**src/hw/rtl/hcbd_pkg.sv**
```systemverilog
package hcbd_pkg;

   localparam int unsigned CsrIndexWidth = 2;
   localparam int unsigned CsrDataWidth  = 48;

   localparam logic [CsrIndexWidth-1:0] CSR_MAX_CHUNK = 2'd0;
   localparam logic [CsrIndexWidth-1:0] CSR_MAX_BODY  = 2'd1;
   localparam logic [CsrIndexWidth-1:0] CSR_MAX_LINE  = 2'd2;

   localparam logic [31:0] MAX_CHUNK_RESET = 32'd16777216;
   localparam logic [47:0] MAX_BODY_RESET  = 48'd67108864;
   localparam logic [12:0] MAX_LINE_RESET  = 13'd4096;

   localparam logic [1:0] KIND_DATA  = 2'd0;
   localparam logic [1:0] KIND_DONE  = 2'd1;
   localparam logic [1:0] KIND_ERROR = 2'd2;

   localparam logic [2:0] ERR_EMPTY_SIZE = 3'd0;
   localparam logic [2:0] ERR_BAD_HEX    = 3'd1;
   localparam logic [2:0] ERR_LINE_LONG  = 3'd2;
   localparam logic [2:0] ERR_CHUNK_BIG  = 3'd3;
   localparam logic [2:0] ERR_BODY_BIG   = 3'd4;

   localparam logic [7:0] CH_SEMI = 8'h3B;
   localparam logic [7:0] CH_LF   = 8'h0A;
   localparam logic [7:0] CH_CR   = 8'h0D;
   localparam logic [7:0] CH_TAB  = 8'h09;
   localparam logic [7:0] CH_SP   = 8'h20;

   typedef struct packed {
      logic [7:0] in_byte;
      logic       new_body;
   } req_item_type;

   typedef struct packed {
      logic [1:0] kind;
      logic [7:0] data;
      logic       last_of_chunk;
      logic [2:0] error_code;
   } rsp_item_type;

endpackage

```
**src/hw/rtl/http_chunked_body_decoder.sv**
```systemverilog
// A result is registered and appears on rsp in the cycle after its byte is accepted.
// Throughput: one byte per cycle; the result register frees up in the same
// cycle it is taken, so req_ready only drops while a result is stalled.
// Reset (synchronous, active high): parser returns to the size line with all
// counts cleared, limits return to their defaults, no result pending.
module http_chunked_body_decoder
   import hcbd_pkg::*;
(
   input  logic                     clock,
   input  logic                     reset,
   input  logic                     req_valid,
   output logic                     req_ready,
   input  req_item_type             req_item,
   output logic                     rsp_valid,
   input  logic                     rsp_ready,
   output rsp_item_type             rsp_item,
   input  logic                     csr_valid,
   output logic                     csr_ready,
   input  logic [CsrIndexWidth-1:0] csr_index,
   input  logic [CsrDataWidth-1:0]  csr_data
);

   localparam logic [2:0] PH_SIZE  = 3'd0;
   localparam logic [2:0] PH_DATA  = 3'd1;
   localparam logic [2:0] PH_POST  = 3'd2;
   localparam logic [2:0] PH_TRAIL = 3'd3;
   localparam logic [2:0] PH_DONE  = 3'd4;
   localparam logic [2:0] PH_ERR   = 3'd5;

   localparam int unsigned FL_EXT     = 0;
   localparam int unsigned FL_STARTED = 1;
   localparam int unsigned FL_BAD     = 2;

   function automatic logic [4:0] hex_decode(input logic [7:0] b);
      logic [4:0] r;
      r = 5'd0;
      if (b >= 8'h30 && b <= 8'h39) begin
         r = {1'b1, b[3:0]};
      end else if ((b >= 8'h41 && b <= 8'h46) || (b >= 8'h61 && b <= 8'h66)) begin
         r = {1'b1, b[3:0] + 4'd9};
      end
      return r;
   endfunction

   logic [31:0] max_chunk_ff;
   logic [47:0] max_body_ff;
   logic [12:0] max_line_ff;

   logic [2:0]  phase_ff, phase_in;
   logic [63:0] accum_ff, accum_in;
   logic [4:0]  digits_ff, digits_in;
   logic [2:0]  flags_ff, flags_in;
   logic        cr_ff, cr_in;
   logic [12:0] line_len_ff, line_len_in;
   logic [31:0] left_ff, left_in;
   logic [48:0] total_ff, total_in;

   logic         rsp_valid_ff, rsp_valid_in;
   rsp_item_type rsp_ff, rsp_in;
   logic         emit;

   logic       accept;
   logic [7:0] b;
   logic [4:0] hex;
   logic [13:0] len_next;
   logic [31:0] left_dec;
   logic [48:0] total_sum;

   assign accept    = req_valid && req_ready;
   assign req_ready = !rsp_valid_ff || rsp_ready;
   assign csr_ready = 1'b1;
   assign rsp_valid = rsp_valid_ff;
   assign rsp_item  = rsp_ff;

   assign b         = req_item.in_byte;
   assign hex       = hex_decode(b);
   assign left_dec  = left_ff - 32'd1;

   always_comb begin
      phase_in    = req_item.new_body ? PH_SIZE : phase_ff;
      accum_in    = req_item.new_body ? 64'd0 : accum_ff;
      digits_in   = req_item.new_body ? 5'd0 : digits_ff;
      flags_in    = req_item.new_body ? 3'd0 : flags_ff;
      cr_in       = req_item.new_body ? 1'b0 : cr_ff;
      line_len_in = req_item.new_body ? 13'd0 : line_len_ff;
      left_in     = req_item.new_body ? 32'd0 : left_ff;
      total_in    = req_item.new_body ? 49'd0 : total_ff;
      len_next    = {1'b0, line_len_in} + 14'd1;
      total_sum   = total_in + {17'd0, accum_in[31:0]};
      emit        = 1'b0;
      rsp_in      = '0;

      case (phase_in)
         PH_DATA: begin
            left_in     = left_dec;
            emit        = 1'b1;
            rsp_in.kind = KIND_DATA;
            rsp_in.data = b;
            if (left_dec == 32'd0) begin
               rsp_in.last_of_chunk = 1'b1;
               phase_in    = PH_POST;
               accum_in    = 64'd0;
               digits_in   = 5'd0;
               flags_in    = 3'd0;
               cr_in       = 1'b0;
               line_len_in = 13'd0;
            end
         end
         PH_SIZE, PH_POST, PH_TRAIL: begin
            if (b == CH_LF) begin
               if (phase_in == PH_SIZE && !flags_in[FL_STARTED]) begin
                  phase_in          = PH_ERR;
                  emit              = 1'b1;
                  rsp_in.kind       = KIND_ERROR;
                  rsp_in.error_code = ERR_EMPTY_SIZE;
               end else if (phase_in == PH_SIZE &&
                            (flags_in[FL_BAD] || digits_in > 5'd16)) begin
                  phase_in          = PH_ERR;
                  emit              = 1'b1;
                  rsp_in.kind       = KIND_ERROR;
                  rsp_in.error_code = ERR_BAD_HEX;
               end else if (phase_in == PH_SIZE) begin
                  if (accum_in == 64'd0) begin
                     phase_in = PH_TRAIL;
                  end else if (accum_in > {32'd0, max_chunk_ff}) begin
                     phase_in          = PH_ERR;
                     emit              = 1'b1;
                     rsp_in.kind       = KIND_ERROR;
                     rsp_in.error_code = ERR_CHUNK_BIG;
                  end else if (total_sum > {1'b0, max_body_ff}) begin
                     phase_in          = PH_ERR;
                     emit              = 1'b1;
                     rsp_in.kind       = KIND_ERROR;
                     rsp_in.error_code = ERR_BODY_BIG;
                  end else begin
                     total_in = total_sum;
                     left_in  = accum_in[31:0];
                     phase_in = PH_DATA;
                  end
                  accum_in    = 64'd0;
                  digits_in   = 5'd0;
                  flags_in    = 3'd0;
                  cr_in       = 1'b0;
                  line_len_in = 13'd0;
               end else begin
                  if (phase_in == PH_POST) begin
                     phase_in = PH_SIZE;
                  end else if (line_len_in == 13'd0 || (line_len_in == 13'd1 && cr_in)) begin
                     phase_in    = PH_DONE;
                     emit        = 1'b1;
                     rsp_in.kind = KIND_DONE;
                  end
                  accum_in    = 64'd0;
                  digits_in   = 5'd0;
                  flags_in    = 3'd0;
                  cr_in       = 1'b0;
                  line_len_in = 13'd0;
               end
            end else if (len_next > {1'b0, max_line_ff}) begin
               phase_in          = PH_ERR;
               emit              = 1'b1;
               rsp_in.kind       = KIND_ERROR;
               rsp_in.error_code = ERR_LINE_LONG;
            end else begin
               line_len_in = len_next[12:0];
               if (phase_in == PH_SIZE && !flags_in[FL_EXT]) begin
                  if (cr_in) begin
                     flags_in[FL_STARTED] = 1'b1;
                     flags_in[FL_BAD]     = 1'b1;
                  end
                  if (b == CH_SEMI) begin
                     flags_in[FL_EXT] = 1'b1;
                  end else if (b == CH_CR) begin
                     // dropped if LF follows
                  end else if (b == CH_SP || b == CH_TAB) begin
                     if (flags_in[FL_STARTED]) begin
                        flags_in[FL_BAD] = 1'b1;
                     end
                  end else if (hex[4]) begin
                     flags_in[FL_STARTED] = 1'b1;
                     if (hex[3:0] != 4'd0 || digits_in != 5'd0) begin
                        if (digits_in < 5'd16) begin
                           accum_in  = {accum_in[59:0], hex[3:0]};
                           digits_in = digits_in + 5'd1;
                        end else begin
                           digits_in = 5'd17;
                        end
                     end
                  end else begin
                     flags_in[FL_STARTED] = 1'b1;
                     flags_in[FL_BAD]     = 1'b1;
                  end
               end
               cr_in = (b == CH_CR);
            end
         end
         default: begin
         end
      endcase
   end

   always_comb begin
      if (accept) begin
         rsp_valid_in = emit;
      end else if (rsp_ready) begin
         rsp_valid_in = 1'b0;
      end else begin
         rsp_valid_in = rsp_valid_ff;
      end
   end

   always_ff @(posedge clock) begin
      if (reset) begin
         max_chunk_ff <= MAX_CHUNK_RESET;
         max_body_ff  <= MAX_BODY_RESET;
         max_line_ff  <= MAX_LINE_RESET;
      end else if (csr_valid && csr_ready) begin
         case (csr_index)
            CSR_MAX_CHUNK: max_chunk_ff <= csr_data[31:0];
            CSR_MAX_BODY:  max_body_ff  <= csr_data[47:0];
            CSR_MAX_LINE:  max_line_ff  <= csr_data[12:0];
            default: begin
            end
         endcase
      end
   end

   always_ff @(posedge clock) begin
      if (reset) begin
         phase_ff     <= PH_SIZE;
         accum_ff     <= 64'd0;
         digits_ff    <= 5'd0;
         flags_ff     <= 3'd0;
         cr_ff        <= 1'b0;
         line_len_ff  <= 13'd0;
         left_ff      <= 32'd0;
         total_ff     <= 49'd0;
         rsp_valid_ff <= 1'b0;
      end else begin
         rsp_valid_ff <= rsp_valid_in;
         if (accept) begin
            phase_ff    <= phase_in;
            accum_ff    <= accum_in;
            digits_ff   <= digits_in;
            flags_ff    <= flags_in;
            cr_ff       <= cr_in;
            line_len_ff <= line_len_in;
            left_ff     <= left_in;
            total_ff    <= total_in;
         end
      end
   end

   always_ff @(posedge clock) begin
      if (accept && emit) begin
         rsp_ff <= rsp_in;
      end
   end

endmodule

```
**config.mk**
```make
export PLATFORM = sky130hd
export DESIGN_NAME = http_chunked_body_decoder
export DESIGN_NICKNAME = d
export VERILOG_FILES = /design/src/hw/rtl/hcbd_pkg.sv /design/src/hw/rtl/http_chunked_body_decoder.sv
export SDC_FILE = /design/constraint.sdc
export NUM_CORES = 1
export LEC_CHECK = 0
export BUFFER_PORTS_ARGS = -buffer_cell sky130_fd_sc_hd__buf_4
export CORE_AREA = 2 2 176 178
export DETAILED_ROUTE_END_ITERATION = 8
export DIE_AREA = 0 0 178 180
export PLACE_DENSITY = 0.77
export SETUP_SLACK_MARGIN = 0.1
export SKIP_CTS_REPAIR_TIMING = 1
export SKIP_LAST_GASP = 1
export SLEW_MARGIN = 20
export SYNTH_ARGS = -nofsm -noshare
export SYNTH_HDL_FRONTEND = slang
export SYNTH_SLANG_ARGS = --single-unit
```
**constraint.sdc**
```tcl
create_clock -name clock -period 10.2 [get_ports clock]
set_input_delay 0.51 -clock clock [delete_from_list [all_inputs] [get_ports clock]]
set_output_delay 0.51 -clock clock [all_outputs]
set_load 0.1 [all_outputs]
```
==> impl_metrics.yaml <==
min_path:
  hold_class: "in2reg"
synthesis:
  yosysTopAreaCellShare_pct: 29.53
  avgSynthCellArea_sq_um: 7.819
  synth_compound_area_share_pct: 25.14
  synthCells: 2289
  synth_xor_xnor_area_share_pct: 3.132
  ys_seq_elements: 278
  synthArstFlopShare_pct: 0
  synth_top_area_cell: "dfxtp_1"
  yosysSeqAreaShare_pct: 31.88
  synth_top_family_by_area: "compound AO/OA/AOI/OAI gates"
  ys_types: 94
  synth_mux_area_share_pct: 0.9927
  synth-edff-count: 14
  synth-adder-area-share_pct: 9.717
  syn_nets: 2489
  synth_area_leaders: "dfxtp_1 30%, ha_1 9.4%, nand2_1 6.7%"
  synth_ff_type: "dfxtp_1"
  syn_area_sq_um: 17900
  synthSimpleGateAreaFrac_pct: 22.88
  ys_warn_count: 0
cells_and_area:
  final_nets: 2485
  layout_common_cells: "320 x nand2_1, 264 x dfxtp_1, 221 x a21oi_1, 143 x inv_1, 138 x nor2_1"
  antenna_cells: 0
  drive_gt1_share_pct: 8.571
  final_common_cell: "nand2_1"
  utilization_pct: 65.25
  synthToLayoutAreaGrowth_pct: 10.05
global_routing:
  grt_use_met3_pct: 5.859
  gr-usage-all-layers_pct: 35.03
  grt_pass1_wl_um: 89560
  grt_max_degree: 89
  antenna_found_initial: 0
  top_usage_layer: "met2"
  use_met2_pct: 52.48
  grtUsageMet1_pct: 50.92
  grt.overflow.total: 0
  grt_pass1_vias: 16160
place:
  gp_congestion: 0.9733
  place_hpwl_um: 41700
  io_buffer_count: 79
sta:
  slew_violations: 0
  fin_crit_sh_pct: 76.28
  fmax_ghz: 0.1285
  fin_crit_ns: 7.780
  finalSetupViolations: 0
  worst_pin_slew_ns: 1.062
  rsz0062_at_grt: "no"
  worst_hold_slack_ns: 0.1808
  max_slew_margin_pct: 28.87
  tns_ns: 0
  clock_skew_ns: 0.01927
  finalHoldViolations: 0
floorplanning:
  die_y_um: 180
  fp-row-count: 64
  ios: 81
  core_sq_um: 30190
  start_util_pct: 59.29
  die_w_um: 178
  die_area_sq_um: 32040
clock_tree:
  htreeDepth: 1
  clk_pin_slew_worst_paths_ns: 0.07
  clockBufferDepth: 3
  cts_sinks: 278
  cts-root-buf: "clkbuf_16"
  worstSkewPairLatency_ns: 0.58
  cts_tree: "built"
  cts_made_buffers: 31
critical_path:
  crit_path_frequent_cell: "a21oi_1"
  cp_top_family: "compound AO/OA/AOI/OAI gates"
  critPathBufInv: 3
  worstPathArrival_ns: 8.25
  start_kind: "input port"
  worstSetupPathType: "in2reg"
  crit_required_ns: 10.67
  cpPeakStageDelay_ns: 0.66
  critPathSlowestCell: "nor2_4"
  crit_fanout: 65
  end_kind: "flip-flop"
route:
  via_per_inst: 6.443
  wl_per_cell_um: 21.03
  routed_wl_um: 56920
  drt_iter0_drc: 2038
  drtAntennaViolNets: 0
  post-route-drc-count: 0
  firstDrtPassIters: 6
  vias: 17430
power_and_ir_drop:
  cellPowerDensity_nw_per_um2: 132.0
  p_switching_mw: 0.6975
  p_comb_share_pct: 11.1
  p_leak_nw: 7.725
  power.internal_mw: 1.903
  p_seq_share_pct: 43.4
  switching_share_pct: 26.82
  peakVddDrop_uv: 151.7
  p_clk_share_pct: 45.5
run:
  maxCapViolations: 0
outcome:
  status: "finished, final reports clean"
-- kinds of logic after synthesis --
family / count (synthesis)
AND/OR/NAND/NOR: 833
AO/OA/AOI/OAI: 676
buffers and inverters: 281
flip-flops: 278
adder cells (fa/ha/maj): 139
XOR/XNOR: 64
multiplexers: 17
other: 1
-- flip-flops by register name, indices dropped and copies added, names as in the netlist --
signal        flops
max_body_ff      48
cr_ff             1
rsp_valid         1
phase_ff          3
left_ff          32
flags_ff          3
accum_ff         64
line_len_ff      13
rsp_item         14
max_chunk_ff     32
digits_ff         5
max_line_ff      13
total_ff         49
-- worst reg2reg max path: cells and delay by family, from the launching register on --
kind / cells / cell delay (ns)
compound gates: 9 / 3.11
simple gates: 8 / 2.64
fa+ha+maj: 3 / 0.97
flops: 1 / 0.40
xor+xnor: 1 / 0.18
mux: 1 / 0.17
buf+inv: 1 / 0.08
-- cell type report --
type	instances	area [sq um]
repair buffers	101	758.2
flip-flops and latches	278	5705
inverters	143	536.8
well taps	396	495.5
clock buffers	42	908.4
fillers	2577	10490
clock inverters	16	175.2
multi-input cells	1730	11120
-- power by group through the flow --
| stage | clock network (mW) | logic (mW) | registers [mW] |
|---|---|---|---|
| after global routing | 1.24 | 0.311 | 1.13 |
| after detailed placement | 0 | 0.279 | 1.15 |
| after global placement | 0 | 0.276 | 1.15 |
| after floorplan | 0 | 0.180 | 1.16 |
| final | 1.18 | 0.288 | 1.13 |
| after CTS | 1.19 | 0.281 | 1.13 |
-- synth_stat cells, drive strengths merged, types with 8 or more instances --
| library cell | number |
|---|---|
| a221oi | 15 |
| a22oi | 13 |
| a21oi | 223 |
| or3 | 11 |
| and2 | 14 |
| nand4b | 8 |
| o21a | 8 |
| mux2i | 11 |
| inv | 143 |
| a211oi | 22 |
| o211ai | 13 |
| buf | 36 |
| dfxtp | 264 |
| nand4 | 32 |
| o2bb2ai | 12 |
| nand3 | 67 |
| a22o | 103 |
| xor2 | 20 |
| edfxtp | 14 |
| nand2 | 320 |
| a21o | 26 |
| nor4 | 36 |
| xnor2 | 44 |
| nor2b | 80 |
| ha | 135 |
| nor3 | 51 |
| a311oi | 9 |
| and3 | 18 |
| nor2 | 141 |
| a31oi | 19 |
| o21bai | 10 |
| nand2b | 14 |
| clkbuf | 102 |
| or4 | 8 |
| o21ai | 124 |
-- path summary, 6_finish.rpt --
kind | startpoint | end | slack, ns | cells after the start
worst min-delay path | csr_data[26] | max_body_ff[26]$_SDFFE_PP1P_ | 0.18 | 3
worst max register to register | accum_ff[0]$_SDFFE_PP0P_ | left_ff[10]$_SDFFE_PP0P_ | 2.57 | 23
worst min register to register | max_line_ff[11]$_SDFFE_PP0P_ | max_line_ff[11]$_SDFFE_PP0P_ | 0.45 | 2
worst max-delay path | req_item[0] | left_ff[10]$_SDFFE_PP0P_ | 2.42 | 25
-- through the flow --
step / total power, mW / cells / setup WS, ns / instance area (sq um)
floorplan: 1.338 / 2289 / 2.683 / 17900
CTS: 2.598 / 2706 / 2.636 / 19700
global placement: 1.427 / 2648 / 2.471 / 18610
global route: 2.678 / 2706 / 1.877 / 19700
detailed placement: 1.432 / 2648 / 2.072 / 18610
finish: 2.601 / 2706 / 2.420 / 19700
-- layer usage --
layer / vias to the layer above / part of all wire, %
li1: 8249 / -
met1: 8197 / 45
met2: 858 / 43
met3: 130 / 8.8
met4: 0 / 3.2
met5: - / 0
Power figures use the tool's default switching activity.
